**src/sv/bplru_pkg.sv**
```systemverilog
// ----------------------------------------------------------------------------
// bplru_pkg
// Shared types, codes and sizing for the buffer pool LRU manager.
// ----------------------------------------------------------------------------
package bplru_pkg;

	localparam int BUFFER_ENTRIES   = 32;
	localparam int DISK_BLOCK_COUNT = 8192;
	localparam int AGE_WIDTH        = 16;

	localparam int IDX_W = (BUFFER_ENTRIES > 1) ? $clog2(BUFFER_ENTRIES) : 1;
	localparam int BLK_W = 13;
	localparam int BND_W = 21;

	// entries per first-level group of the oldest-entry search
	localparam int GRP    = 4;
	localparam int NGRP   = (BUFFER_ENTRIES + GRP - 1) / GRP;

	localparam logic [AGE_WIDTH-1:0] AGE_MAX   = '1;
	localparam logic [BND_W-1:0]     BLK_BOUND = BND_W'(DISK_BLOCK_COUNT);

	typedef enum logic [1:0] {
		REQ_ALLOC  = 2'd0,
		REQ_LOOKUP = 2'd1,
		REQ_DIRTY  = 2'd2,
		REQ_UNDEF  = 2'd3
	} req_code_t;

	typedef enum logic [1:0] {
		STAT_OK   = 2'd0,
		STAT_OOB  = 2'd1,
		STAT_MISS = 2'd2
	} stat_code_t;

	typedef enum logic [1:0] {
		S_IDLE,
		S_SCAN,
		S_PICK
	} state_t;

	typedef struct packed {
		logic [1:0]       req_type;
		logic [BLK_W-1:0] block_num;
	} req_t;

	typedef struct packed {
		logic [1:0]       status;
		logic [IDX_W-1:0] buffer_index;
		logic             writeback_valid;
		logic [BLK_W-1:0] writeback_block;
	} rsp_t;

	typedef struct packed {
		logic load;
		logic scan;
		logic commit;
	} cmd_t;

endpackage

```
**src/sv/bplru_ctrl.sv**
```systemverilog
// ----------------------------------------------------------------------------
// bplru_ctrl
// Request sequencer: accept, scan, pick/commit, then result strobe.
// ----------------------------------------------------------------------------
module bplru_ctrl import bplru_pkg::*; (
	input  logic clk,
	input  logic arst_n,
	input  logic start,
	output logic busy,
	output logic done,
	output cmd_t cmd
);

	state_t state_q;
	state_t state_d;
	logic   done_q;

	always_ff @(posedge clk or negedge arst_n) begin
		if (!arst_n) begin
			state_q <= S_IDLE;
			done_q  <= 1'b0;
		end else begin
			state_q <= state_d;
			done_q  <= (state_q == S_PICK);
		end
	end

	always_comb begin
		state_d = state_q;
		unique case (state_q)
			S_IDLE: begin
				if (start) state_d = S_SCAN;
			end
			S_SCAN: state_d = S_PICK;
			S_PICK: state_d = S_IDLE;
			default: state_d = S_IDLE;
		endcase
	end

	always_comb begin
		cmd.load   = 1'b0;
		cmd.scan   = 1'b0;
		cmd.commit = 1'b0;
		busy       = 1'b1;
		unique case (state_q)
			S_IDLE: begin
				busy     = 1'b0;
				cmd.load = start;
			end
			S_SCAN: cmd.scan = 1'b1;
			S_PICK: cmd.commit = 1'b1;
			default: busy = 1'b1;
		endcase
	end

	assign done = done_q;

endmodule

```
**src/sv/bplru_dp.sv**
```systemverilog
// ----------------------------------------------------------------------------
// bplru_dp
// Entry metadata, hit/free/oldest search and update, result register.
// ----------------------------------------------------------------------------
module bplru_dp import bplru_pkg::*; (
	input  logic clk,
	input  logic arst_n,
	input  cmd_t cmd,
	input  req_t req,
	output rsp_t rsp
);

	logic [BUFFER_ENTRIES-1:0] valid_q;
	logic [BUFFER_ENTRIES-1:0] dirty_q;
	logic [BLK_W-1:0]          tag_q [BUFFER_ENTRIES];
	logic [AGE_WIDTH-1:0]      age_q [BUFFER_ENTRIES];

	req_t req_q;
	rsp_t rsp_q;

	logic [AGE_WIDTH-1:0] aged [BUFFER_ENTRIES];

	logic                 oob_s1;
	logic                 hit_s1;
	logic [IDX_W-1:0]     hit_idx_s1;
	logic                 free_s1;
	logic [IDX_W-1:0]     free_idx_s1;
	logic [AGE_WIDTH-1:0] grp_age_s1 [NGRP];
	logic [IDX_W-1:0]     grp_idx_s1 [NGRP];

	logic                 hit_c;
	logic [IDX_W-1:0]     hit_idx_c;
	logic                 free_c;
	logic [IDX_W-1:0]     free_idx_c;
	logic [AGE_WIDTH-1:0] grp_age_c [NGRP];
	logic [IDX_W-1:0]     grp_idx_c [NGRP];

	logic [IDX_W-1:0]     vic_idx;
	logic [IDX_W-1:0]     sel_idx;
	logic                 is_alloc;
	rsp_t                 rsp_c;

	// saturating age after one allocate
	always_comb begin
		for (int i = 0; i < BUFFER_ENTRIES; i++) begin
			aged[i] = (valid_q[i] && (age_q[i] != AGE_MAX)) ? age_q[i] + 1'b1 : age_q[i];
		end
	end

	// lowest matching and lowest free entries
	always_comb begin
		hit_c      = 1'b0;
		hit_idx_c  = '0;
		free_c     = 1'b0;
		free_idx_c = '0;
		for (int i = BUFFER_ENTRIES - 1; i >= 0; i--) begin
			if (valid_q[i] && (tag_q[i] == req_q.block_num)) begin
				hit_c     = 1'b1;
				hit_idx_c = IDX_W'(i);
			end
			if (!valid_q[i]) begin
				free_c     = 1'b1;
				free_idx_c = IDX_W'(i);
			end
		end
	end

	// first level of the oldest search: one winner per group, lowest index on ties
	always_comb begin
		for (int g = 0; g < NGRP; g++) begin
			grp_age_c[g] = aged[g*GRP];
			grp_idx_c[g] = IDX_W'(g*GRP);
			for (int k = 1; k < GRP; k++) begin
				if ((g*GRP + k < BUFFER_ENTRIES) && (aged[g*GRP+k] > grp_age_c[g])) begin
					grp_age_c[g] = aged[g*GRP+k];
					grp_idx_c[g] = IDX_W'(g*GRP + k);
				end
			end
		end
	end

	always_ff @(posedge clk) begin
		if (cmd.load) begin
			req_q <= req;
		end
		if (cmd.scan) begin
			oob_s1      <= ({{(BND_W-BLK_W){1'b0}}, req_q.block_num} >= BLK_BOUND);
			hit_s1      <= hit_c;
			hit_idx_s1  <= hit_idx_c;
			free_s1     <= free_c;
			free_idx_s1 <= free_idx_c;
			for (int g = 0; g < NGRP; g++) begin
				grp_age_s1[g] <= grp_age_c[g];
				grp_idx_s1[g] <= grp_idx_c[g];
			end
		end
		if (cmd.commit) begin
			rsp_q <= rsp_c;
		end
	end

	// second level of the oldest search
	always_comb begin
		logic [AGE_WIDTH-1:0] best_age;
		best_age = grp_age_s1[0];
		vic_idx  = grp_idx_s1[0];
		for (int g = 1; g < NGRP; g++) begin
			if (grp_age_s1[g] > best_age) begin
				best_age = grp_age_s1[g];
				vic_idx  = grp_idx_s1[g];
			end
		end
	end

	assign is_alloc = (req_q.req_type == REQ_ALLOC);
	assign sel_idx  = free_s1 ? free_idx_s1 : vic_idx;

	always_comb begin
		rsp_c = '0;
		priority if (oob_s1) begin
			rsp_c.status = STAT_OOB;
		end else if (is_alloc) begin
			rsp_c.status       = STAT_OK;
			rsp_c.buffer_index = sel_idx;
			if (!free_s1 && dirty_q[vic_idx]) begin
				rsp_c.writeback_valid = 1'b1;
				rsp_c.writeback_block = tag_q[vic_idx];
			end
		end else if (hit_s1) begin
			rsp_c.status       = STAT_OK;
			rsp_c.buffer_index = hit_idx_s1;
		end else begin
			rsp_c.status = STAT_MISS;
		end
	end

	always_ff @(posedge clk or negedge arst_n) begin
		if (!arst_n) begin
			valid_q <= '0;
			dirty_q <= '0;
			for (int i = 0; i < BUFFER_ENTRIES; i++) begin
				age_q[i] <= '0;
			end
		end else if (cmd.commit && !oob_s1) begin
			if (is_alloc) begin
				for (int i = 0; i < BUFFER_ENTRIES; i++) begin
					age_q[i] <= (sel_idx == IDX_W'(i)) ? '0 : aged[i];
				end
				valid_q[sel_idx] <= 1'b1;
				dirty_q[sel_idx] <= 1'b0;
			end else if (hit_s1 && (req_q.req_type == REQ_DIRTY)) begin
				dirty_q[hit_idx_s1] <= 1'b1;
			end
		end
	end

	always_ff @(posedge clk) begin
		if (cmd.commit && !oob_s1 && is_alloc) begin
			tag_q[sel_idx] <= req_q.block_num;
		end
	end

	assign rsp = rsp_q;

endmodule

```
**src/sv/buffer_pool_lru_manager_unit.sv**
```systemverilog
// ----------------------------------------------------------------------------
// buffer_pool_lru_manager_unit
// LRU buffer pool metadata manager: allocate, look up and mark dirty.
// ----------------------------------------------------------------------------
// A request is taken when start is high and busy is low. It then passes through
// the take cycle, a scan cycle (tag match, free search, aged values and
// the per-group oldest search) and a pick cycle (oldest across groups, entry
// update). busy is high during scan and pick; the result appears with done for
// one cycle right after, and a new request may be started in that same cycle,
// so requests do not overlap. The receiver cannot hold results off.
module buffer_pool_lru_manager_unit import bplru_pkg::*; (
	input  logic clk,
	input  logic arst_n,
	input  logic start,
	output logic busy,
	input  req_t req,
	output logic done,
	output rsp_t rsp
);

	cmd_t cmd;

	bplru_ctrl u_ctrl (
		.clk    (clk),
		.arst_n (arst_n),
		.start  (start),
		.busy   (busy),
		.done   (done),
		.cmd    (cmd)
	);

	bplru_dp u_dp (
		.clk    (clk),
		.arst_n (arst_n),
		.cmd    (cmd),
		.req    (req),
		.rsp    (rsp)
	);

endmodule

```
**config.mk**
```make
export PLATFORM = sky130hd
export DESIGN_NAME = buffer_pool_lru_manager_unit
export DESIGN_NICKNAME = d
export VERILOG_FILES = /design/src/sv/bplru_pkg.sv /design/src/sv/bplru_ctrl.sv /design/src/sv/bplru_dp.sv /design/src/sv/buffer_pool_lru_manager_unit.sv
export SDC_FILE = /design/constraint.sdc
export NUM_CORES = 2
export LEC_CHECK = 0
export BUFFER_PORTS_ARGS = -buffer_cell sky130_fd_sc_hd__buf_2
export CORE_AREA = 2 2 440 442
export CTS_CLUSTER_SIZE = 25
export DETAILED_ROUTE_END_ITERATION = 6
export DIE_AREA = 0 0 442 444
export PLACE_DENSITY = 0.53
export SYNTH_ARGS = -nofsm -noshare
export SYNTH_HDL_FRONTEND = slang
export SYNTH_HIERARCHICAL = 1
export SYNTH_SLANG_ARGS = --single-unit
```
**constraint.sdc**
```tcl
create_clock -name clk -period 17.3 [get_ports clk]
set_input_delay 3.46 -clock clk [delete_from_list [all_inputs] [get_ports clk]]
set_output_delay 3.46 -clock clk [all_outputs]
set_load 0.01 [all_outputs]
```
## Word-level counts from Yosys, hierarchy flattened

Memory sizes are Yosys's and may differ from the RTL's.
Index checks and enable logic that the tools add are counted.

- Flip-flop bits (word level): 627
- Output and inout bits: 23
- Memories kept: 3
- Memory bits (writable): 584
- Word-level logic and storage cells: 530
- Memory bits (read-only): 0
- Bits in latches: 0
- Input bits: 18

Memory list:

| memory | words | bits a word | read ports | clocked after memory_dff | wr ports | line | text |
|---|---|---|---|---|---|---|---|
| u_dp.tag_q | 32 | 13 | 33 | 0 | 1 | bplru_dp.sv:15 | `logic [BLK_W-1:0] tag_q [BUFFER_ENTRIES];` |
| u_dp.grp_age_s1 | 8 | 16 | 8 | 0 | 8 | bplru_dp.sv:28 | `logic [AGE_WIDTH-1:0] grp_age_s1 [NGRP];` |
| u_dp.grp_idx_s1 | 8 | 5 | 8 | 0 | 8 | bplru_dp.sv:29 | `logic [IDX_W-1:0] grp_idx_s1 [NGRP];` |

- $lt $le $gt $ge: 36
- Muxes and demuxes: 212
- Add/sub/neg operators: 32
- Bitwise gates (word level): 6
- Divide/modulo/power cells: 0
- Eq/ne operators: 99
- Multiply operators: 0
- Shift-type cells: 0
- Reduce and logical (&&, ||, !) cells: 87

Operators by type and width:

| operator | count |
|---|---|
| 2-to-1 mux 16 bit | 94 |
| adder 16 x 1 -> 16 bit (second input constant) | 32 |
| inequality test 16 bit (second input constant) | 32 |
| greater-than comparator 16 bit | 31 |
| equality test 13 bit | 32 |
| 2-to-1 mux 5 bit | 42 |
| equality test 5 bit (second input constant) | 16 |
| logical AND 1 bit | 69 |
| 2-to-1 mux 32 bit | 2 |
| 2-to-1 mux 4 bit | 16 |
| bitwise OR 32 bit | 2 |
| 2-to-1 mux 2 bit | 22 |
| equality test 5 x 4 -> 1 bit (second input constant) | 8 |
| bitwise AND 32 bit | 1 |
| inverter 32 bit | 1 |
| AND reduction 31 bit | 1 |
| OR reduction 31 bit | 1 |
| 2-to-1 mux 3 bit | 8 |
| 2-to-1 mux 1 bit | 23 |
| equality test 5 x 3 -> 1 bit (second input constant) | 4 |
| less-than comparator 5 x 6 -> 1 bit (second input constant) | 3 |
| AND reduction 16 bit | 1 |
| OR reduction 16 bit | 1 |
| 2-to-1 mux 14 bit | 1 |
| 20 further kinds | 29 |

## Logic depth before layout (Yosys ltp)

An unclocked memory read counts as a cell.

- Word-level depth: 34
- Mapped depth: 93
- Mapped depth without buffers: 83

## Cells and area by module

Netlist, hierarchy kept.

By module, submodules not included:

| module | area each (um^2) | cells an instance | instances | sequential area each (um^2) |
|---|---|---|---|---|
| bplru_dp | 76164.3 | 7814 | 1 | 32641.3 |
| bplru_ctrl | 122.6 | 10 | 1 | 75.1 |

## Least setup slack after synthesis

Ideal clock, no wire load.

- Kind: register to register
- Start: memory u_dp.grp_age_s1[1][15] (netlist: u_dp/grp_age_s1[0][31])
- End: memory u_dp.tag_q[30][0], enable pin
- Arrival: 18.245 ns
- Data required time: 16.916 ns
- Library setup time: 0.384 ns
- Path buffers: 10
- Period minus slack after synthesis: 18.629 ns
- Stages on the path, launching flop included: 85
- Path slack: -1.329 ns
- Cell sequence: edfxtp_1 > ha_1 > nand4_1 > or2_1 > a211o_1 > a31oi_1 > clkbuf_1 > mux2i_1 > ha_1 > and4_1 > o311a_1 > o21ai_0 > a22oi_1 > mux2i_1 > a21oi_1 > buf_1 > clkbuf_1 > mux2i_1 > [... 49 more ...] > ha_1 > a21o_1 > a21o_1 > a21o_1 > a21o_1 > a21o_1 > a21o_1 > a21oi_1 > o21ai_0 > o41ai_1 > nand2_1 > a2111oi_0 > a31oi_1 > nand2_2 > mux2_2 > nand2_1 > clkbuf_1 > nor2_1

RTL lines:

| element | line |
|---|---|
| start, declared | bplru_dp.sv:28 |
| end, declared | bplru_dp.sv:15 |

==> flow_summary_export.csv <==
group,metric,value,unit
status,outcome,"finished clean",
critical_path,crit_arrival,17.40,ns
finish,drive_gt1_share,11.5,%
synth,synthSimpleGateAreaFrac,14.8,%
global_routing,grt_pass1_vias,56933,
sta,period_minus_slack,16.76,ns
power_and_ir_drop,leakagePower,36.4,nW
finish,postLayoutCoreUtil,45.4,%
synth,ys_types,84,
detailed_routing,via_per_inst,5.55,
global_routing,antenna_found_initial,4,
critical_path,slowest_stage,"a2111oi_1",
critical_path,crit_path_start,"u_dp/grp_age_s1[0][25]",
critical_path,slowest_delay,0.46,ns
power_and_ir_drop,powerDensity,157,mW/mm2
detailed_routing,vias,59003,
detailed_routing,drt_pass1_iterations,6,
cts,clkLatencyLatePin,0.81,ns
cts,cts_max_level,4,
place,dp_slack,-0.573,ns
synth,ys_ff_latch,1186,
critical_path,cp_common_cell,"a21o_1",
finish,syn2layout_area_growth,14.0,%
sta,finClkSkew,0.0327,ns
floorplan,io_pins,41,
synth,syn_area,0.0763,mm2
synth,async_flop_share,48.8,%
synth,muxShareOfSynthArea,7.49,%
detailed_routing,ant_nets,0,
cts,cts_sinks,1186,
global_routing,grt_max_degree,205,
job,drv_cap,0,
detailed_routing,drc,0,
sta,tightest_slew,1.28,ns
finish,most-common-layout-cells,"861 x nand2_1, 607 x edfxtp_1, 579 x dfrtp_1",
floorplan,die_area,0.196,mm2
synth,synthXorXnorAreaFrac,10.3,%
sta,setup_slack,0.539,ns
sta,slew_viol_final,0,
critical_path,worstSetupStartpointType,"flip-flop",
sta,setup_viol,0,
detailed_routing,drtIter0Drc,5173,
power_and_ir_drop,p_total,13.6,mW
floorplan,die_height,444,um
power_and_ir_drop,peakVddDrop,0.294,mV
synth,synth_ff_type,"edfxtp_1",
global_routing,grt_overflow,0,
critical_path,worstSetupEndpointType,"flip-flop",
sta,fmax,59.7,MHz
critical_path,cp_max_fo,10,
detailed_routing,drt_wl_total,235000,um
finish,final_common_cell,"nand2_1",
synth,synth-adder-area-share,8.59,%
floorplan,start_util,39.8,%
critical_path,crit_type,"flip-flop to flip-flop",
floorplan,core_area,0.192,mm2
min_path,min_path_type,"flip-flop to flip-flop",
synth,syn_avg_cell_area,9.75,um2
synth,synth_nets,8366,
cts,cts_buffers,145,
global_routing,grt_use_total,23.3,%
synth,synth_edf_count,607,
synth,synth_compound_area_share,12.1,%
sta,finalHoldViolCount,0,
finish,nNetsFinal,8522,
cts,clock_path_buffers,3,
cts,cts-root-buf,"clkbuf_16",
cts,cts.clk_slew.worst_paths,0.06,ns
min_path,min-delay-start,"u_dp/valid_q[12]",
synth,yosysWarningCount,6,
critical_path,r2r_start,"u_dp/grp_age_s1[0][25]",
sta,max_slew_margin,14.5,%
place,io_buffer_count,39,
sta,finalCritPeriodShare,96.9,%
detailed_routing,wl_per_cell,22.1,um
cts,hold_buffers,0,
place,dp_hpwl,170000,um
global_routing,grt_pass1_wl,355000,um
cts,cts_tree,"done",
floorplan,row_count,161,
synth,yosysSeqAreaShare,42.9,%
sta,whs,0.485,ns
finish,nFillCells,18102,
place,gp_congestion,0.896,
floorplan,die_w,442,um
synth,synth_top_family_by_area,"simple AND/OR/NAND/NOR gates",
synth,syn_inst,7824,
critical_path,required,17.94,ns
[Yosys cell counts (all sizes together) (57+ instances only)]
cell type	n	share of area [%]
mux2	147	2.2
a21oi	428	2.8
nand4	267	2.2
mux2i	404	5.3
nand2	869	4.3
ha	524	8.6
inv	434	2.1
xor2	354	4.1
nor2b	105	0.86
a22oi	70	0.69
xnor2	542	6.2
nor4	64	0.60
nand2b	93	0.76
dfrtp	579	19
and3	57	0.47
nor3	83	0.55
o21ai	579	3.9
edfxtp	607	24
or2	63	0.52
a22o	101	1.2
a21o	78	0.77
clkbuf	225	1.1
buf	85	0.59
nand3	257	1.7
nor2	479	2.4
[cell families after synthesis]
kind of cell | after synthesis
buf+inv | 744
xor+xnor | 896
mux | 551
simple gates | 2388
compound gates | 1534
flops | 1186
fa+ha+maj | 524
other cells | 1
[flip-flops by register name, indices dropped and copies added (netlist names)]
signal / cells
u_dp/grp_age_s1: 128
u_dp/valid_q: 32
u_dp/free_s1: 1
u_dp/rsp: 20
u_ctrl/done: 1
u_dp/hit_idx_s1: 5
u_dp/grp_idx_s1: 16
u_dp/free_idx_s1: 5
u_dp/dirty_q: 32
u_dp/req_q: 15
u_dp/tag_q: 416
u_dp/age_q: 512
u_dp/hit_s1: 1
u_ctrl/state_q: 2
[where the power goes]
| group | internal, mW | switching (mW) | total [mW] |
|---|---|---|---|
| clock | 1.86 | 1.32 | 3.18 |
| combinational | 2.77 | 4.41 | 7.18 |
| sequential | 3.15 | 0.130 | 3.28 |
| total | 7.78 | 5.86 | 13.6 |
[layer usage]
layer  GRT usage [%]  vias up  share of wire (%)  routed length, um
li1                -    28210                  -                  -
met1            32.5    28985                 46             107000
met2            37.6     1516                 46             109000
met3            3.16      290                5.2              12300
met4            7.00        2                2.9               6830
met5               0        -             0.0051                 12
[critical path: cells and delay by family, from the launching register on]
| kind | cells | cell delay, ns |
|---|---|---|
| AOI/OAI and AO/OA | 44 | 8.06 |
| adders and majority gates | 7 | 1.95 |
| buffers and inverters | 11 | 1.49 |
| DFF | 1 | 0.43 |
| muxes | 7 | 1.76 |
| and+or+nand+nor | 14 | 2.81 |
[layout make-up]
type / instances / area [um2] / share of cell area [%]
Multi-Input combinational cell: 5895 / 41700 / 47.9
Sequential cell: 1186 / 32700 / 37.6
Clock buffer: 182 / 3870 / 4.45
Tap cell: 2526 / 3160 / 3.64
Timing Repair Buffer: 318 / 2810 / 3.23
Inverter: 434 / 1630 / 1.87
Clock inverter: 84 / 1060 / 1.22
Antenna cell: 4 / 10.0 / 0.0115
[per-stage QoR]
step / instance area [um2] / std cells / setup TNS (ns)
after global placement: 80300 / 10279 / -3.76
final: 86900 / 10629 / 0
after floorplan: 76400 / 7824 / 0
after CTS: 85400 / 10554 / -0.00820
after detailed placement: 80300 / 10279 / -162.96
after global routing: 86900 / 10626 / -75.04
[repair_timing]
action | in CTS | in global routing
gates resized for setup | 28 | 151
setup endpoints to repair | 847 | 1008
hold endpoints to repair | 0 | 0
buffers inserted | 9 | 65
pin swaps | 3 | 41
gates cloned | 0 | 6
[worst paths after layout]
check | to | depth (start not counted) | slack, ns
max reg2reg | u_dp/rsp[4] | 83 | 0.54
min | u_dp/valid_q[12] | 1 | 0.49
min in group asynchronous | u_dp/age_q[503] | 1 | 2.71
min reg2reg | u_dp/valid_q[12] | 1 | 0.49
max | u_dp/rsp[4] | 83 | 0.54
max in group asynchronous | u_dp/age_q[182] | 3 | 12.19
Note: power is estimated with default switching activity, not from simulation.
